<file path="src/sv/cdd_pkg.sv">
// Shared types, constants and helpers for the controller delta decoder.
`default_nettype none

package cdd_pkg;

  localparam int unsigned MASK_W = 6;
  localparam int unsigned SLOT_N = 8;

  // Payload slot positions, in stream order.
  localparam int unsigned SLOT_LT  = 0;
  localparam int unsigned SLOT_RT  = 1;
  localparam int unsigned SLOT_LX  = 2;
  localparam int unsigned SLOT_LY  = 3;
  localparam int unsigned SLOT_RX  = 4;
  localparam int unsigned SLOT_RY  = 5;
  localparam int unsigned SLOT_DIR = 6;
  localparam int unsigned SLOT_OTH = 7;

  // Header flag positions.
  localparam int unsigned HDR_LT    = 0;
  localparam int unsigned HDR_RT    = 1;
  localparam int unsigned HDR_LS    = 2;
  localparam int unsigned HDR_RS    = 3;
  localparam int unsigned HDR_DIR   = 4;
  localparam int unsigned HDR_OTHER = 5;

  typedef logic [MASK_W-1:0] hdr_mask_t;
  typedef logic [SLOT_N-1:0] slot_vec_t;

  typedef struct packed {
    logic [7:0] left_trigger;
    logic [7:0] right_trigger;
    logic [7:0] left_stick_x;
    logic [7:0] left_stick_y;
    logic [7:0] right_stick_x;
    logic [7:0] right_stick_y;
    logic [7:0] direction_buttons;
    logic [6:0] other_buttons;
  } pad_state_t;

  // One bit per expected payload byte; sticks take two bytes each.
  function automatic slot_vec_t expand_slots(input hdr_mask_t m);
    slot_vec_t s;
    s[SLOT_LT]  = m[HDR_LT];
    s[SLOT_RT]  = m[HDR_RT];
    s[SLOT_LX]  = m[HDR_LS];
    s[SLOT_LY]  = m[HDR_LS];
    s[SLOT_RX]  = m[HDR_RS];
    s[SLOT_RY]  = m[HDR_RS];
    s[SLOT_DIR] = m[HDR_DIR];
    s[SLOT_OTH] = m[HDR_OTHER];
    return s;
  endfunction

endpackage

`default_nettype wire

</file>
<file path="src/sv/controller_delta_decoder.sv">
// Top level of the controller delta decoder.
// Takes one stream byte per cycle and, when a message completes, presents the
// whole stored controller state with the header mask of that message. Bytes
// are registered on entry, then decoded and stored when the result side is
// free, and a completed result is registered for the out_ port; the rate is
// one byte per cycle as long as results are taken, and the input only stalls
// while a finished result waits and the entry register is full.
`default_nettype none

module controller_delta_decoder import cdd_pkg::*; (
  input  wire logic       clk,
  input  wire logic       rst_n,
  input  wire logic       in_valid,
  output logic            in_ready,
  input  wire logic [7:0] in_data_byte,
  output logic            out_valid,
  input  wire logic       out_ready,
  output logic [7:0]      out_left_trigger,
  output logic [7:0]      out_right_trigger,
  output logic [7:0]      out_left_stick_x,
  output logic [7:0]      out_left_stick_y,
  output logic [7:0]      out_right_stick_x,
  output logic [7:0]      out_right_stick_y,
  output logic [7:0]      out_direction_buttons,
  output logic [6:0]      out_other_buttons,
  output logic [5:0]      out_updated_mask
);

  logic       s1_valid_r, s1_valid_nxt;
  logic [7:0] s1_data_r;
  logic       out_free;
  logic       step;
  logic       emit;
  hdr_mask_t  emit_mask;
  pad_state_t st_next;
  pad_state_t st_out;
  hdr_mask_t  mask_out;

  assign step     = s1_valid_r && out_free;
  assign in_ready = !s1_valid_r || out_free;

  always_comb begin
    if (in_valid && in_ready) begin
      s1_valid_nxt = 1'b1;
    end else if (step) begin
      s1_valid_nxt = 1'b0;
    end else begin
      s1_valid_nxt = s1_valid_r;
    end
  end

  always_ff @(posedge clk) begin
    if (!rst_n) begin
      s1_valid_r <= 1'b0;
    end else begin
      s1_valid_r <= s1_valid_nxt;
    end
  end

  always_ff @(posedge clk) begin
    if (in_valid && in_ready) begin
      s1_data_r <= in_data_byte;
    end
  end

  cdd_field_store u_store (
    .clk     (clk),
    .rst_n   (rst_n),
    .step_i  (step),
    .data_i  (s1_data_r),
    .emit_o  (emit),
    .mask_o  (emit_mask),
    .state_o (st_next)
  );

  cdd_out_reg u_out (
    .clk     (clk),
    .rst_n   (rst_n),
    .load_i  (emit),
    .state_i (st_next),
    .mask_i  (emit_mask),
    .ready_i (out_ready),
    .valid_o (out_valid),
    .free_o  (out_free),
    .state_o (st_out),
    .mask_o  (mask_out)
  );

  assign out_left_trigger      = st_out.left_trigger;
  assign out_right_trigger     = st_out.right_trigger;
  assign out_left_stick_x      = st_out.left_stick_x;
  assign out_left_stick_y      = st_out.left_stick_y;
  assign out_right_stick_x     = st_out.right_stick_x;
  assign out_right_stick_y     = st_out.right_stick_y;
  assign out_direction_buttons = st_out.direction_buttons;
  assign out_other_buttons     = st_out.other_buttons;
  assign out_updated_mask      = mask_out;

endmodule

`default_nettype wire

</file>
<file path="src/sv/cdd_field_store.sv">
// Message framing and the stored controller fields.
`default_nettype none

module cdd_field_store import cdd_pkg::*; (
  input  wire logic       clk,
  input  wire logic       rst_n,
  input  wire logic       step_i,
  input  wire logic [7:0] data_i,
  output logic            emit_o,
  output hdr_mask_t       mask_o,
  output pad_state_t      state_o
);

  pad_state_t st_r, st_nxt;
  slot_vec_t  slots_r, slots_nxt;
  hdr_mask_t  mask_r, mask_nxt;
  slot_vec_t  pick;
  hdr_mask_t  hdr;

  always_comb begin
    st_nxt    = st_r;
    slots_nxt = slots_r;
    mask_nxt  = mask_r;
    emit_o    = 1'b0;
    mask_o    = mask_r;
    hdr       = data_i[MASK_W-1:0];
    // lowest outstanding slot gets this byte
    pick      = slots_r & (~slots_r + slot_vec_t'(1));
    if (step_i) begin
      if (slots_r == '0) begin
        mask_nxt  = hdr;
        slots_nxt = expand_slots(hdr);
        if (hdr == '0) begin
          emit_o = 1'b1;
          mask_o = '0;
        end
      end else begin
        if (pick[SLOT_LT])  st_nxt.left_trigger      = data_i;
        if (pick[SLOT_RT])  st_nxt.right_trigger     = data_i;
        if (pick[SLOT_LX])  st_nxt.left_stick_x      = data_i;
        if (pick[SLOT_LY])  st_nxt.left_stick_y      = data_i;
        if (pick[SLOT_RX])  st_nxt.right_stick_x     = data_i;
        if (pick[SLOT_RY])  st_nxt.right_stick_y     = data_i;
        if (pick[SLOT_DIR]) st_nxt.direction_buttons = data_i;
        if (pick[SLOT_OTH]) st_nxt.other_buttons     = data_i[6:0];
        slots_nxt = slots_r & ~pick;
        if (slots_nxt == '0) begin
          emit_o   = 1'b1;
          mask_nxt = '0;
        end
      end
    end
    state_o = st_nxt;
  end

  always_ff @(posedge clk) begin
    if (!rst_n) begin
      st_r    <= '0;
      slots_r <= '0;
      mask_r  <= '0;
    end else begin
      st_r    <= st_nxt;
      slots_r <= slots_nxt;
      mask_r  <= mask_nxt;
    end
  end

endmodule

`default_nettype wire

</file>
<file path="src/sv/cdd_out_reg.sv">
// Result register holding one decoded controller snapshot.
`default_nettype none

module cdd_out_reg import cdd_pkg::*; (
  input  wire logic       clk,
  input  wire logic       rst_n,
  input  wire logic       load_i,
  input  wire pad_state_t state_i,
  input  wire hdr_mask_t  mask_i,
  input  wire logic       ready_i,
  output logic            valid_o,
  output logic            free_o,
  output pad_state_t      state_o,
  output hdr_mask_t       mask_o
);

  logic       valid_r, valid_nxt;
  pad_state_t state_r;
  hdr_mask_t  mask_r;

  assign free_o = !valid_r || ready_i;

  always_comb begin
    if (load_i) begin
      valid_nxt = 1'b1;
    end else if (ready_i) begin
      valid_nxt = 1'b0;
    end else begin
      valid_nxt = valid_r;
    end
  end

  always_ff @(posedge clk) begin
    if (!rst_n) begin
      valid_r <= 1'b0;
    end else begin
      valid_r <= valid_nxt;
    end
  end

  always_ff @(posedge clk) begin
    if (load_i) begin
      state_r <= state_i;
      mask_r  <= mask_i;
    end
  end

  assign valid_o = valid_r;
  assign state_o = state_r;
  assign mask_o  = mask_r;

endmodule

`default_nettype wire

</file>
<file path="config.mk">
export PLATFORM = sky130hd
export DESIGN_NAME = controller_delta_decoder
export DESIGN_NICKNAME = d
export VERILOG_FILES = /design/src/sv/cdd_pkg.sv /design/src/sv/controller_delta_decoder.sv /design/src/sv/cdd_field_store.sv /design/src/sv/cdd_out_reg.sv
export SDC_FILE = /design/constraint.sdc
export NUM_CORES = 1
export LEC_CHECK = 0
export BUFFER_PORTS_ARGS = -buffer_cell sky130_fd_sc_hd__buf_2
export CAP_MARGIN = 40
export CORE_UTILIZATION = 54
export DETAILED_ROUTE_END_ITERATION = 8
export GPL_TIMING_DRIVEN = 0
export HOLD_SLACK_MARGIN = 0.08
export PLACE_DENSITY = 0.76
export SKIP_LAST_GASP = 1
export SLEW_MARGIN = 5
export SYNTH_ARGS = -nofsm -noshare
export SYNTH_HDL_FRONTEND = slang
export SYNTH_SLANG_ARGS = --single-unit
</file>
<file path="constraint.sdc">
create_clock -name clk -period 4.4 [get_ports clk]
set_input_delay 0.44 -clock clk [delete_from_list [all_inputs] [get_ports clk]]
set_output_delay 0.44 -clock clk [all_outputs]
set_load 0.05 [all_outputs]
</file>
Yosys cells after proc, flatten, opt, wreduce, memory -nomap -nowiden
Cells that the tools add are included.
Storage, ports and cells
  flip-flop bits (word level): 156
  output and inout port bits: 71
Operators by class
  $add $sub $neg: 1
  mux-type cells: 24
  bitwise operators: 4
  reductions and logical operators: 13
Operators with widths (count)
  two-way mux 63 bit: 2
  two-way mux 8 bit: 8
  two-way mux 6 bit: 5
  bitwise AND 8 bit: 2
  zero test 8 bit: 2
  NOT 8 bit: 2
  adder 8 x 1 -> 8 bit (second input constant): 1
  two-way mux 1 bit: 8
  two-way mux 7 bit: 1
  zero test 6 bit: 1
  nonzero test 2 bit: 3
  logical AND 1 bit: 2
  zero test 1 bit: 2
  logical OR 1 bit: 2
  AND reduction 2 bit: 1

Depth between registers and ports, before layout
  word-level depth: 10
  gate-level depth with buffers: 8
  mapped depth without buffers: 4

Modules after synthesis
From an unflattened synthesis, not the netlist that was laid out.
Unflattened totals
  cells, all modules: 399
  area, all modules: 5726.7 um^2
By module, submodules not included
  cdd_field_store: instances 1, cells an instance 312, area an instance 3300.7 um^2, sequential area each 1541.5 um^2
  cdd_out_reg: instances 1, cells an instance 73, area an instance 2120.8 um^2, sequential area each 2092.0 um^2
  controller_delta_decoder: instances 1, cells an instance 14, area an instance 305.3 um^2, sequential area each 260.2 um^2

Worst setup path before layout
OpenSTA, ideal clock, no wires.
  path kind: register to register
  start point: register u_store.slots_r[3]
  end point: register u_out.mask_r[0], in the netlist u_out.mask_o[0] (enable)
  setup time: 436 ps
  data arrival time: 3220 ps
  slack: 744 ps
  cell stages (with the launch flop): 6
  path buffers: 1
  clock period less this slack: 3656 ps
  path through: dfxtp_1 > buf_2 > nor4_1 > nand2_1 > a2111oi_4 > o311a_1
Between the ends
  cells in the longest elaborated chain, start to end: 9
  elaborated cells on any way between the ends: 10
Ends and longest elaborated chain
  start: declaration: RTL line cdd_field_store.sv:15  | slot_vec_t slots_r, slots_nxt;
  start signal: assignment: RTL line cdd_field_store.sv:63  | slots_r <= slots_nxt;
  NOT 8 bit: RTL line cdd_field_store.sv:28  | pick = slots_r & (~slots_r + slot_vec_t'(1));
  adder 8 x 1 -> 8 bit: RTL line cdd_field_store.sv:28
  bitwise AND 8 bit: RTL line cdd_field_store.sv:28
  NOT 8 bit: RTL line cdd_field_store.sv:46  | slots_nxt = slots_r & ~pick;
  bitwise AND 8 bit: RTL line cdd_field_store.sv:46
  zero test 8 bit: RTL line cdd_field_store.sv:47  | if (slots_nxt == '0) begin
  two-way mux 1 bit: RTL line cdd_field_store.sv:47
  two-way mux 1 bit (*): RTL line cdd_field_store.sv:30  | if (slots_r == '0) begin
  two-way mux 1 bit (*): RTL line cdd_field_store.sv:29  | if (step_i) begin
  named net emit: RTL line controller_delta_decoder.sv:33  | logic emit;
  end signal: assignment: RTL line cdd_out_reg.sv:44  | mask_r <= mask_i;
  end: declaration: RTL line cdd_out_reg.sv:19  | hdr_mask_t mask_r;
Mark *: on every way through the listed nets, which the timed path passes. The rest lies on a longest branch.
A chain may end at the register's enable or synchronous reset.

Worst setup path after layout
  start point: register u_store.slots_r[3]
  end point: register u_out.state_r (netlist bit u_out.state_o[31]) (enable)
Between the ends
  cells in the longest elaborated chain, start to end: 9
  elaborated cells on any way between the ends: 10
Ends and longest elaborated chain
  NOT 8 bit: RTL line cdd_field_store.sv:28
  adder 8 x 1 -> 8 bit: RTL line cdd_field_store.sv:28
  bitwise AND 8 bit: RTL line cdd_field_store.sv:28
  NOT 8 bit: RTL line cdd_field_store.sv:46
  bitwise AND 8 bit: RTL line cdd_field_store.sv:46
  zero test 8 bit: RTL line cdd_field_store.sv:47
  two-way mux 1 bit: RTL line cdd_field_store.sv:47
  two-way mux 1 bit (*): RTL line cdd_field_store.sv:30
  two-way mux 1 bit (*): RTL line cdd_field_store.sv:29
  named net emit: RTL line controller_delta_decoder.sv:33
  end signal: assignment: RTL line cdd_out_reg.sv:43  | state_r <= state_i;
  end: declaration: RTL line cdd_out_reg.sv:18  | pad_state_t state_r;
Marks and branches as above.

==> results.tsv <==
stage	metric	value	unit
power_and_ir_drop	Seq pwr share	0.470	
job	Max-Cap Viols	0	
placement	gpl congestion	0.8960	
synthesis	Synth Area in Adders	0.001688	
route	DR WL/cell	17.18	µm
placement	dpl ws	1362	ps
route	Routed Antenna Nets	0	
sta	Tightest Pin Transition	728.9	ps
final_layout	area delta synth->final	21.61	%
route	routed vias	3856	
sta	fin crit share	0.6702	
critical_path	Worst Path Max Fanout	36	
global_route	largest net degree at the start of global routing	70	
critical_path	Worst setup EP type	flop	
final_layout	Layout fillers	788	
critical_path	Setup CP Type	flop to flop	
synthesis	Synth area leaders	edfxtp_1, dfxtp_1, mux2_2	
power_and_ir_drop	Cell Pwr Density	479.9	nW/µm²
sta	max-slew violation count	0	
synthesis	Post-Synth Simple-Gate Area	0.1110	
placement	PortBufs	82	
clock_network	H-Tree Depth	4	
floorplanning	Die W	106.8	µm
synthesis	Post-synth EDFFs	77	
min_path	worst hold-check path type	input pin to flop	
synthesis	synth unique cells	44	
min_path	hold path depth	3	
synthesis	post-synthesis xor/xnor area fraction	0	
power_and_ir_drop	worst vdd ir	0.0003257	V
sta	relative slew slack	0.5141	
floorplanning	chip height	106.8	µm
route	Via density	5.477	
sta	Clock Skews	8.651	ps
clock_network	CTS max path bufs	2	
final_layout	diodes inserted	0	
power_and_ir_drop	sw frac	0.2607	
clock_network	cts bufs inserted	17	
global_route	global-route wire length before repair	19210	µm
synthesis	Compound-Gate Fraction of Synth Area	0.05571	
sta	Worst Setup Slack, final	1451	ps
synthesis	mux share of post-synthesis cell area	0.1445	
min_path	min-delay src	in_valid	
critical_path	CP Data Required Time	4630	ps
power_and_ir_drop	Clock power frac	0.415	
synthesis	YS warnings	0	
synthesis	largest family of logic cells by synthesized area	multiplexers	
global_route	vias in the first global route	3749	
sta	RSZ-0062 raised after global routing	no	
route	1st-iter DRT viols	275	
critical_path	Worst Reg-to-Reg Cells	6	
synthesis	cell area after synthesis	5929	µm²
clock_network	Resized cells post-CTS	0	
final_layout	fraction of layout cells with a size suffix above 1	0.3222	
synthesis	most common cell in the synthesized netlist	dfxtp_1	
synthesis	syn nets	457	
route	final wirelength	12100	µm
clock_network	CTS clk-pin slew, worst paths	60	ps
min_path	hold endpoint	s1_valid_r$_SDFFE_PN0P_	
synthesis	ys flop type	dfxtp_1	
sta	WHS	154.4	ps
floorplanning	Ports	83	
floorplanning	core footprint	10460	µm²
route	DRC Markers	0	
power_and_ir_drop	cell-internal power	0.002558	W
sta	Fin Setup TNS	0	ps
synthesis	Post-synth ARST share	0	
global_route	Tot GR Track Use	0.2293	
sta	final hold violations	0	
clock_network	root buf cell	clkbuf_8	
final_layout	final net count	567	
sta	crit path time final	2949	ps
floorplanning	num rows	37	
synthesis	cells after synthesis	445	
critical_path	r2r setup slk	1450	ps
floorplanning	die area	11400	µm²
power_and_ir_drop	sw power	0.0009021	W
synthesis	top cell type's share of synthesized area	0.3900	
critical_path	FF-to-FF Start	u_store.slots_r[3]$_SDFFE_PN0P_	
floorplanning	Starting Density	0.5667	
synthesis	largest area contributor in the netlist	edfxtp_1	
route	DR pass1 iterations	7	
clock_network	clk sink count	156	
global_route	grt ovf	0	
critical_path	data arrival time of the worst path	3180	ps
critical_path	Worst setup SP type	flop	
sta	Finish-stage setup viols	0	
clock_network	CTS tree	done	
global_route	antenna violations before repair	0	
synthesis	sequential-to-total area share from yosys stat	0.6567	
power_and_ir_drop	Leakage	2.941	nW
synthesis	#FFs+latches synth	156	
placement	post-DP HPWL	7491	µm
synthesis	Post-synth top cells	dfxtp_1, edfxtp_1, mux2_2	
sta	top achievable clock speed	339.1	MHz
power_and_ir_drop	Logic pwr share	0.115	
synthesis	average size of a mapped cell	13.32	µm²
critical_path	worst r2r dst	u_out.state_o[31]$_DFFE_PP_	
clock_network	clk_lat worst skew	540	ps
run_status	status	finished, final reports clean	
-- power by group through the flow --
stage | Sequential (W) | Clock (W) | Combinational, W
after floorplan | 0.00182 | 0 | 0.000129
after global placement | 0.00166 | 0 | 0.000376
after detailed placement | 0.00166 | 0 | 0.000385
after CTS | 0.00163 | 0.00145 | 0.000393
after global routing | 0.00163 | 0.00152 | 0.000421
final | 0.00163 | 0.00144 | 0.000399
-- flip-flops by register name, summed over array words and instances, names as in the netlist --
register,cells
u_out.mask_o,6
u_out.valid_o,1
u_store.slots_r,8
s1_valid_r,1
u_store.mask_r,6
u_out.state_o,63
u_store.st_r,63
s1_data_r,8
-- cell usage in the layout, fill, tap and decap left out, types with 3 or more instances in the layout --
master	n
nand3_1	15
bufinv_16	3
nor2_1	5
buf_2	88
mux2_2	53
clkinv_4	6
a311oi_1	5
nand2_1	47
a31oi_1	5
dfxtp_1	79
mux2i_1	23
nand4_1	4
edfxtp_1	77
nor3_1	3
dlygate4sd3_1	8
a21oi_1	17
inv_1	3
and2_1	33
clkbuf_1	21
o21ai_0	11
clkbuf_16	16
buf_6	5
nor2b_1	7
-- through the flow --
| step | instance area, µm² | utilization | std cells | total power (W) |
|---|---|---|---|---|
| 6_report | 7211 | 0.6892 | 704 | 0.003460 |
| 5_1_grt | 7211 | 0.6892 | 704 | 0.003571 |
| 4_1_cts | 7191 | 0.6873 | 703 | 0.003474 |
| 3_5_place_dp | 6521 | 0.6233 | 663 | 0.002042 |
| 3_3_place_gp | 6510 | 0.6222 | 663 | 0.002035 |
| 2_1_floorplan | 5929 | - | 445 | 0.001948 |
-- layout make-up --
type	instances	area (µm²)	share of cell area
buffer	32	168.9	0.02343
clock buffer	18	417.9	0.05796
clock inverter	14	171.4	0.02377
inverter	3	11.26	0.001562
multi-input combinational	254	1867	0.2589
sequential	156	3894	0.5400
tap	136	170.2	0.02360
timing repair buffer	91	510.5	0.07080
-- worst max-delay path, cell delays in order (launching register included) --
cell	delay [ps]
dfxtp_1	300
buf_2	160
nor4_1	360
nand2_1	220
a2111oi_4	670
o311a_4	630
buf_12	290
-- worst max path at each step --
stage | from | endpoint | slack, ps
after floorplan | u_store.slots_r[3]$_SDFFE_PN0P_ | u_out.mask_o[0]$_DFFE_PP_ | 740
after global placement | u_store.slots_r[3]$_SDFFE_PN0P_ | u_out.state_o[9]$_DFFE_PP_ | 4
after detailed placement | u_store.slots_r[3]$_SDFFE_PN0P_ | u_out.state_o[41]$_DFFE_PP_ | 1360
after CTS | u_store.slots_r[3]$_SDFFE_PN0P_ | u_out.state_o[30]$_DFFE_PP_ | 1360
after global routing | u_store.slots_r[3]$_SDFFE_PN0P_ | u_out.state_o[10]$_DFFE_PP_ | 1270
final | u_store.slots_r[3]$_SDFFE_PN0P_ | u_out.state_o[31]$_DFFE_PP_ | 1450
-- cell families (layout without fill, tap and decap cells) --
group                    Yosys count  count (layout)
AO/OA/AOI/OAI                     49              49
flip-flops                       156             156
multiplexers                      78              78
AND/OR/NAND/NOR                  126             126
adder cells (fa/ha/maj)            1               1
buffers and inverters             35             158
-- metal layers --
| layer | GRT usage | part of all wire | vias to the layer above | wire length [µm] |
|---|---|---|---|---|
| met1 | 0.2913 | 0.42 | 1854 | 5131 |
| met5 | 0 | 0 | - | 0 |
| li1 | - | - | 1844 | - |
| met2 | 0.3682 | 0.49 | 134 | 5954 |
| met3 | 0.06383 | 0.065 | 24 | 785 |
| met4 | 0.09883 | 0.018 | 0 | 223 |
-- repair_timing --
item / in CTS / in global routing
endpoints found under the hold margin: 8 / 0
hold buffers: 8 / 0
buffers inserted: 0 / 0
Note: power is estimated with default switching activity, not from simulation.
